--- config.mk ---
export PLATFORM = sky130hd
export DESIGN_NAME = brvt_ram
export DESIGN_NICKNAME = d
export VERILOG_FILES = /design/src/rtl/core/brvt_ram.sv
export SDC_FILE = /design/constraint.sdc
export NUM_CORES = 1
export LEC_CHECK = 0
export BUFFER_PORTS_ARGS = -buffer_cell sky130_fd_sc_hd__buf_2
export CAP_MARGIN = 20
export CORE_MARGIN = 8
export CORE_UTILIZATION = 60
export DETAILED_ROUTE_END_ITERATION = 10
export PLACE_DENSITY = 0.79
export SLEW_MARGIN = 20
export SYNTH_ARGS = -nofsm -noshare
export SYNTH_HDL_FRONTEND = slang
export SYNTH_SLANG_ARGS = --single-unit
export TNS_END_PERCENT = 20
--- constraint.sdc ---
create_clock -name clk -period 2.7 [get_ports clk]
set_input_delay 0 -clock clk [delete_from_list [all_inputs] [get_ports clk]]
set_output_delay 0 -clock clk [all_outputs]
set_load 0.02 [all_outputs]
--- src/rtl/core/brvt_ram.sv ---
// ----------------------------------------------------------------------------
// Generic RAM
// One write port and one read port, read data registered.
// ----------------------------------------------------------------------------
`default_nettype none

module brvt_ram #(
    parameter int WIDTH = 8,
    parameter int DEPTH = 16
) (
    input  wire logic                     clk,
    input  wire logic                     we,
    input  wire logic [$clog2(DEPTH)-1:0] waddr,
    input  wire logic [WIDTH-1:0]         wdata,
    input  wire logic [$clog2(DEPTH)-1:0] raddr,
    output logic      [WIDTH-1:0]         rdata
);

    logic [WIDTH-1:0] mem [DEPTH];

    always_ff @(posedge clk)
    begin
        if (we)
        begin
            mem[waddr] <= wdata;
        end
        rdata <= mem[raddr];
    end

endmodule

`default_nettype wire

==> results.yml <==
worst_setup_path:
  worstReg2RegEnd: "rdata[2]$_DFF_P_"
  crit_path_top_delay_cell: "mux4_1"
  cp.required_ns: 3.11
  crit_arrival_ns: 1.79
  path_buf_inv: 0
  rr_startpoint: "mem[1][2]$_DFFE_PP_"
  startpoint: "mem[1][2]$_DFFE_PP_"
  cp-end-kind: "flop"
  rrSetupSlack_ns: 1.31
  crit_chain: "mux4_1 -> a22oi_1 -> nand2_1"
  start_kind: "flop"
  rr_worst_depth: 3
  crit_family: "multiplexers"
  critical_path_class: "flop to flop"
  cp_slowest_stage_delay_ns: 0.55
  cp_max_fo: 1
min_path:
  min_path_cells: 3
  hold_path_end: "mem[4][1]$_DFFE_PP_"
  hold_class: "input pin to flop"
  min_from: "waddr[0]"
route:
  avgViaCountPerCell: 6.43
  post_drt_wl_per_cell_um: 26.1
  first_pass_iters: 7
  vias: 2539
  drt-initial-drc-count: 188
  drc: 0
  antenna_left: 0
  routed_wl_mm: 10.3
clocking:
  cts_max_path_buffers: 2
  ctsResizeCount: 0
  cts_setup_buffers: 0
  cts_tree: "done"
  cts-root-buf: "clkbuf_8"
  clk_pin_slew_worst_paths_ns: 0.06
  htreeDepth: 4
  numCtsBuffers: 17
  cts_sinks: 136
  clock_latency_ns: 0.53
die:
  num_io_pins: 26
  core_sq_um: 8260
  num_rows: 33
  start_util: 0.623
  die_w_um: 109
  die_h_um: 109
  die-area_sq_um: 11800
synth:
  synth_top_area_cell: "edfxtp_1"
  synth_edf_count: 128
  syn_avg_cell_area_sq_um: 22.5
  yosysMostFrequentCell: "edfxtp_1"
  postSynth.asyncResetShare: 0
  yosysTopAreaCellShare: 0.747
  syn-cell-area_sq_um: 5150
  seq_area_frac_synth: 0.778
  ys_warn_count: 0
  ys_ff_latch: 136
  synth_nets: 247
  synth-main-ff-cell: "edfxtp_1"
  synth.area.top_cells: "edfxtp_1 (75%), mux4_2 (7.9%), mux4_1 (7.1%)"
  synthCells: 229
  synthTopCellsByCount: "edfxtp_1 (128), mux4_2 (18), a22oi_1 (16)"
  synth_cell_type_count: 19
global_routing:
  grt_util_all_layers: 0.190
  overflow: 0
  grt_max_degree: 33
  antenna_found_initial: 0
  grt_pass1_vias: 2619
  grt_pass1_wl_mm: 15.6
place:
  portBuffers: 25
  globalplace.congestion: 0.712
  hpwl_mm: 5.88
timing:
  rsz0062_at_grt: "no"
  slew_headroom: 0.393
  hold_viol_final: 0
  finalMaxSlewViolations: 0
  period_share: 0.514
  clock.fmax_ghz: 0.720
  tightest_slew_ns: 0.908
  layout_min_cycle_time_ns: 1.39
  tns_ns: 0
  setup-violations-final: 0
  skew_ns: 0.00794
cells_and_area:
  area_growth_syn_to_layout_pct: 16.9
  drive_gt1_frac: 0.272
  insertedDiodeCount: 0
  fin_nets: 295
power:
  ir_drop_v: 0.000642
  p_per_area_nw_per_um2: 805
  p_leak_nw: 2.03
  fin_total_pwr_mw: 4.84
job:
  cap_violations: 0
status:
  status: "complete, no violations"
==> layout by cell type (no fill, tap or decap), types with 2 or more instances in the layout <==
master,count
a22oi_1,16
buf_2,25
buf_4,6
bufinv_16,3
clkbuf_16,16
clkinv_1,2
clkinv_2,4
clkinv_4,2
clkinvlp_4,3
dfxtp_1,8
dlygate4sd3_1,8
edfxtp_1,128
mux4_1,14
mux4_2,18
nand2_1,9
nand2b_1,2
nand3b_1,2
nor2_1,13
nor3_1,4
==> worst min-delay path, cell delays in order <==
cell	delay, ns
buf_2	0.15
nor3_1	0.07
buf_4	0.18
==> timing repair <==
action	4_1_cts	5_1_grt
setup endpoints to repair	0	0
endpoints found under the hold margin	128	0
hold buffers	8	0
==> power breakdown <==
part / switching (mW) / internal [mW] / total [mW]
sequential: 0.0155 / 2.36 / 2.38
combinational: 0.139 / 0.0947 / 0.234
clock: 0.841 / 1.39 / 2.23
==> routing by layer <==
metal | global-route usage | vias to the layer above | wire length (um)
li1 | - | 1066 | -
met1 | 0.250 | 1320 | 4190
met2 | 0.291 | 141 | 5150
met3 | 0.0549 | 12 | 843
met4 | 0.0880 | 0 | 130
met5 | 0 | - | 0
==> how the worst max path moves through the flow <==
| stage | to | cells past startpoint |
|---|---|---|
| 2_1_floorplan | mem[0][0]$_DFFE_PP_ | 2 |
| 3_3_place_gp | rdata[1]$_DFF_P_ | 5 |
| 3_5_place_dp | rdata[2]$_DFF_P_ | 5 |
| 4_1_cts | rdata[2]$_DFF_P_ | 3 |
| 5_1_grt | rdata[2]$_DFF_P_ | 5 |
| 6_report | rdata[2]$_DFF_P_ | 3 |
==> flip-flops by register name, summed over array words and instances (netlist names) <==
signal,count
mem,128
rdata,8
==> kinds of logic (layout without fill, tap and decap cells) <==
logic type | after synthesis | in the layout | synth area share
and+or+nand+nor | 35 | 35 | 0.0318
AOI/OAI and AO/OA | 16 | 16 | 0.0233
DFF | 136 | 136 | 0.778
buffers and inverters | 10 | 71 | 0.0168
muxes | 32 | 32 | 0.150
==> per-stage QoR <==
step	cells	cell area (sq um)	hold WS, ns	utilization	setup WS [ns]
2_1_floorplan	229	5150	0.0989	-	1.21
6_report	395	6020	0.0449	0.729	1.31
4_1_cts	395	6020	0.0180	0.729	1.32
3_5_place_dp	355	5360	0.402	0.649	0.809
3_3_place_gp	355	5360	0.386	0.649	0.830
5_1_grt	395	6020	0.0518	0.729	1.22
==> final cells by class <==
cell class,instances,area [sq um]
fillers,487,2240
well taps,105,131
repair buffers,39,250
flip-flops and latches,136,4000
clock buffers,18,418
clock inverters,14,158
multi-input cells,83,1060
Note: power is estimated with default switching activity, not from simulation.
