==> src/rtl/core/brvt_pkg.sv <==
// ----------------------------------------------------------------------------
// Bracket range validity table package
// Sizes, request codes and the span type shared by the table's modules.
// ----------------------------------------------------------------------------
`default_nettype none

package brvt_pkg;

    localparam int DEPTH  = 1024;
    localparam int IDX_W  = $clog2(DEPTH);
    localparam int ADDR_W = $clog2(2 * DEPTH);
    localparam int PTR_W  = ADDR_W + 1;
    localparam int NODE_W = IDX_W + 2;
    localparam int POS_W  = 10;
    localparam int REND_W = 11;

    localparam logic [1:0] REQ_WRITE = 2'd0;
    localparam logic [1:0] REQ_QUERY = 2'd1;
    localparam logic [1:0] REQ_READ  = 2'd2;

    typedef struct packed {
        logic signed [NODE_W-1:0] sum;
        logic signed [NODE_W-1:0] lo;
    } span_t;

    localparam int SPAN_W = $bits(span_t);

endpackage

`default_nettype wire

==> src/rtl/core/brvt_join.sv <==
// ----------------------------------------------------------------------------
// Span join unit
// Combines two bracket spans: total sum and lowest running prefix.
// ----------------------------------------------------------------------------
`default_nettype none

module brvt_join (
    input  wire brvt_pkg::span_t a,
    input  wire logic            a_none,
    input  wire brvt_pkg::span_t b,
    input  wire logic            b_none,
    output brvt_pkg::span_t      r
);

    logic signed [brvt_pkg::NODE_W-1:0] shifted;

    assign shifted = a.sum + b.lo;

    always_comb
    begin
        if (a_none)
        begin
            r = b;
        end
        else if (b_none)
        begin
            r = a;
        end
        else
        begin
            r.sum = a.sum + b.sum;
            r.lo  = (a.lo < shifted) ? a.lo : shifted;
        end
    end

endmodule

`default_nettype wire

==> config.mk <==
export PLATFORM = sky130hd
export DESIGN_NAME = brvt_join
export DESIGN_NICKNAME = d
export VERILOG_FILES = /design/src/rtl/core/brvt_pkg.sv /design/src/rtl/core/brvt_join.sv
export SDC_FILE = /design/constraint.sdc
export NUM_CORES = 1
export LEC_CHECK = 0
export BUFFER_PORTS_ARGS = -buffer_cell sky130_fd_sc_hd__buf_4
export CORE_MARGIN = 4
export CORE_UTILIZATION = 40
export DETAILED_ROUTE_END_ITERATION = 8
export GPL_ROUTABILITY_DRIVEN = 0
export PLACE_DENSITY = 0.81
export SLEW_MARGIN = 15
export SYNTH_ARGS = -nofsm -noshare
export SYNTH_HDL_FRONTEND = slang
export SYNTH_SLANG_ARGS = --single-unit
==> constraint.sdc <==
create_clock -name vclk -period 2.9
set_input_delay 0.145 -clock vclk [all_inputs]
set_output_delay 0.145 -clock vclk [all_outputs]
set_load 0.02 [all_outputs]
==> metrics.cfg <==
[status]
violations=setup timing
status=complete, but fails checks

[synth]
synthAdderAreaFrac_pct=25.75
synth_top_family_by_area=compound AO/OA/AOI/OAI gates
muxShareOfSynthArea_pct=2.347
synth_compound_area_share_pct=36.70
yosysSeqAreaShare_pct=0
synthSimpleGateAreaFrac_pct=22.05
syn_avg_cell_area_um2=6.953
synthCells=253
synth-xor-area-share_pct=7.468
synthesis.nets=338
yosys.cell_types.count=54
syn_area_um2=1759
yosys_warnings=0

[placed_design]
portBuffers=74
pre_cts_ws_ns=-0.5855
dpl.hpwl_mm=4.828

[cells_and_area]
layout_common_cells=buf_4, ha_1, nand2_1, nor2_1, o21ai_0
regArea_um2=0
drive_gt1_share_pct=41.74
finalNetCount=444
n_clock_buffer=0
nFlopsAndLatches=0
n_antenna_cell=0
layout_commonest_cell=buf_4
syn2layout_area_growth_pct=62.45

[worst_setup_path]
endpoint_kind=output pin
worstSetupStartpointType=primary input
critPathMaxFanout=8
path_class=in -> out
cp.arrival_ns=3.29
critPathRequiredTime_ns=2.76

[power_and_ir_drop]
power.density_nw_per_um2=303.2
vdd_drop_max_uv=244.0
leakagePower_nw=1.354

[die]
io_pins=74
fp.dieH_um=74.32
die_area_um2=5523
core_area_um2=4115
fp.dieW_um=74.32
initial_core_util_pct=42.75
rows=23

[timing]
hold_violations=0
fmax_ghz=0.2911
rsz0062_at_grt=yes
finalMaxSlewViolations=0
period_needed_ns=3.435
worst_slew_pin_slew_ns=0.5266
tns_ns=-5.789
setup_ws_ns=-0.5347
relSlewSlack_pct=64.52
timing.hold.ws_ns=0.5920
fin_crit_sh_pct=118.4
setup_viol=12

[run]
drv_cap=0

[detailed_routing]
drc=0
wl_per_cell_um=14.82
via_count=2261
drt_iter0_markers=146
ant_nets=0
routed_wl_mm=6.031
drt_pre_antenna_iters=4
vias_per_cell=5.555

[worst_hold_path]
whs_path_depth=4
hp-class=in -> out

[global_routing]
grt_max_degree=44
overflow=0
globalRouteTotalUtil_pct=21.12
antenna_found_initial=0
grt_first_pass_wirelength_mm=9.508
first_global_vias=2195

[cts]
hold_buffers=0

==> per-stage QoR <==
step / power [mW] / instances / area (um2) / util [%]
2_1_floorplan: 0.4525 / 253 / 1808 / -
3_3_place_gp: 0.7170 / 403 / 2649 / 64.37
3_5_place_dp: 0.7373 / 403 / 2649 / 64.37
4_1_cts: 0.8066 / 405 / 2750 / 66.83
5_1_grt: 0.9436 / 407 / 2858 / 69.44
6_report: 0.8664 / 407 / 2858 / 69.44
==> logic make-up (layout without fill, tap and decap cells) <==
logic type,Yosys count,after routing
AO/OA/AOI/OAI,93,93
XOR/XNOR,15,15
adder cells (fa/ha/maj),35,35
buffers and inverters,25,128
multiplexers,4,4
AND/OR/NAND/NOR,81,82
==> cells in the mapped netlist (3+ instances only) <==
| cell | n | area [um2] |
|---|---|---|
| ha_1 | 33 | 412.9 |
| nand2_1 | 28 | 105.1 |
| o21ai_0 | 23 | 115.1 |
| nor2_1 | 19 | 71.32 |
| a21oi_1 | 16 | 80.08 |
| inv_1 | 15 | 56.30 |
| xnor2_1 | 8 | 70.07 |
| nand3_1 | 7 | 35.03 |
| nor3_1 | 7 | 35.03 |
| xor2_1 | 7 | 61.31 |
| a211oi_1 | 6 | 45.04 |
| clkbuf_1 | 6 | 22.52 |
| o21bai_1 | 6 | 45.04 |
| nor3b_1 | 5 | 37.54 |
| o211ai_1 | 5 | 37.54 |
| o21a_1 | 5 | 37.54 |
| a221o_1 | 4 | 40.04 |
| o21ai_1 | 4 | 20.02 |
| mux2i_1 | 3 | 30.03 |
==> cell type report <==
type,count,area [um2]
multi-input combinational,229,1853
fill,344,1257
timing repair buffer,113,885.9
tap,50,62.56
inverter,15,56.30
==> layer usage <==
metal  share of wire [%]  vias to the layer above  track usage [%]
li1                    -                     1156                -
met1                  42                     1036            26.86
met2                  50                       60            40.35
met3                 6.1                        9           0.6757
met4                 1.8                        0            2.767
met5                   0                        -                0
==> critical path, cell delays in order <==
cell and delay (ns):
buf_8 0.10, ha_4 0.16, fa_2 0.37, a21oi_2 0.17, o211ai_2 0.12, or4_4 0.45
o311ai_4 0.09, xnor2_2 0.17, ha_1 0.27, nand2_2 0.09, o221ai_4 0.13, a211oi_4 0.39
nor2_4 0.12, and2_4 0.18, o31ai_2 0.16, buf_4 0.18
==> where the power goes <==
group          internal, mW  switching (mW)  leakage (nW)
Sequential                0               0             0
Clock                     0               0             0
Combinational         0.419           0.447          1.35
Total                 0.419           0.447          1.35
==> what timing repair did <==
| item | CTS | global route |
|---|---|---|
| endpoints found under the setup margin | 12 | 12 |
| gates cloned | 1 | 0 |
| gates resized for setup | 20 | 20 |
| pin swaps | 6 | 20 |
| setup buffers | 1 | 2 |
==> final timing paths <==
path | from | endpoint | slack (ns)
worst max-delay path | a[12] | r[2] | -0.53
worst min-delay path | b[0] | r[0] | 0.59
No activity file was read; power rests on OpenSTA's default activity.
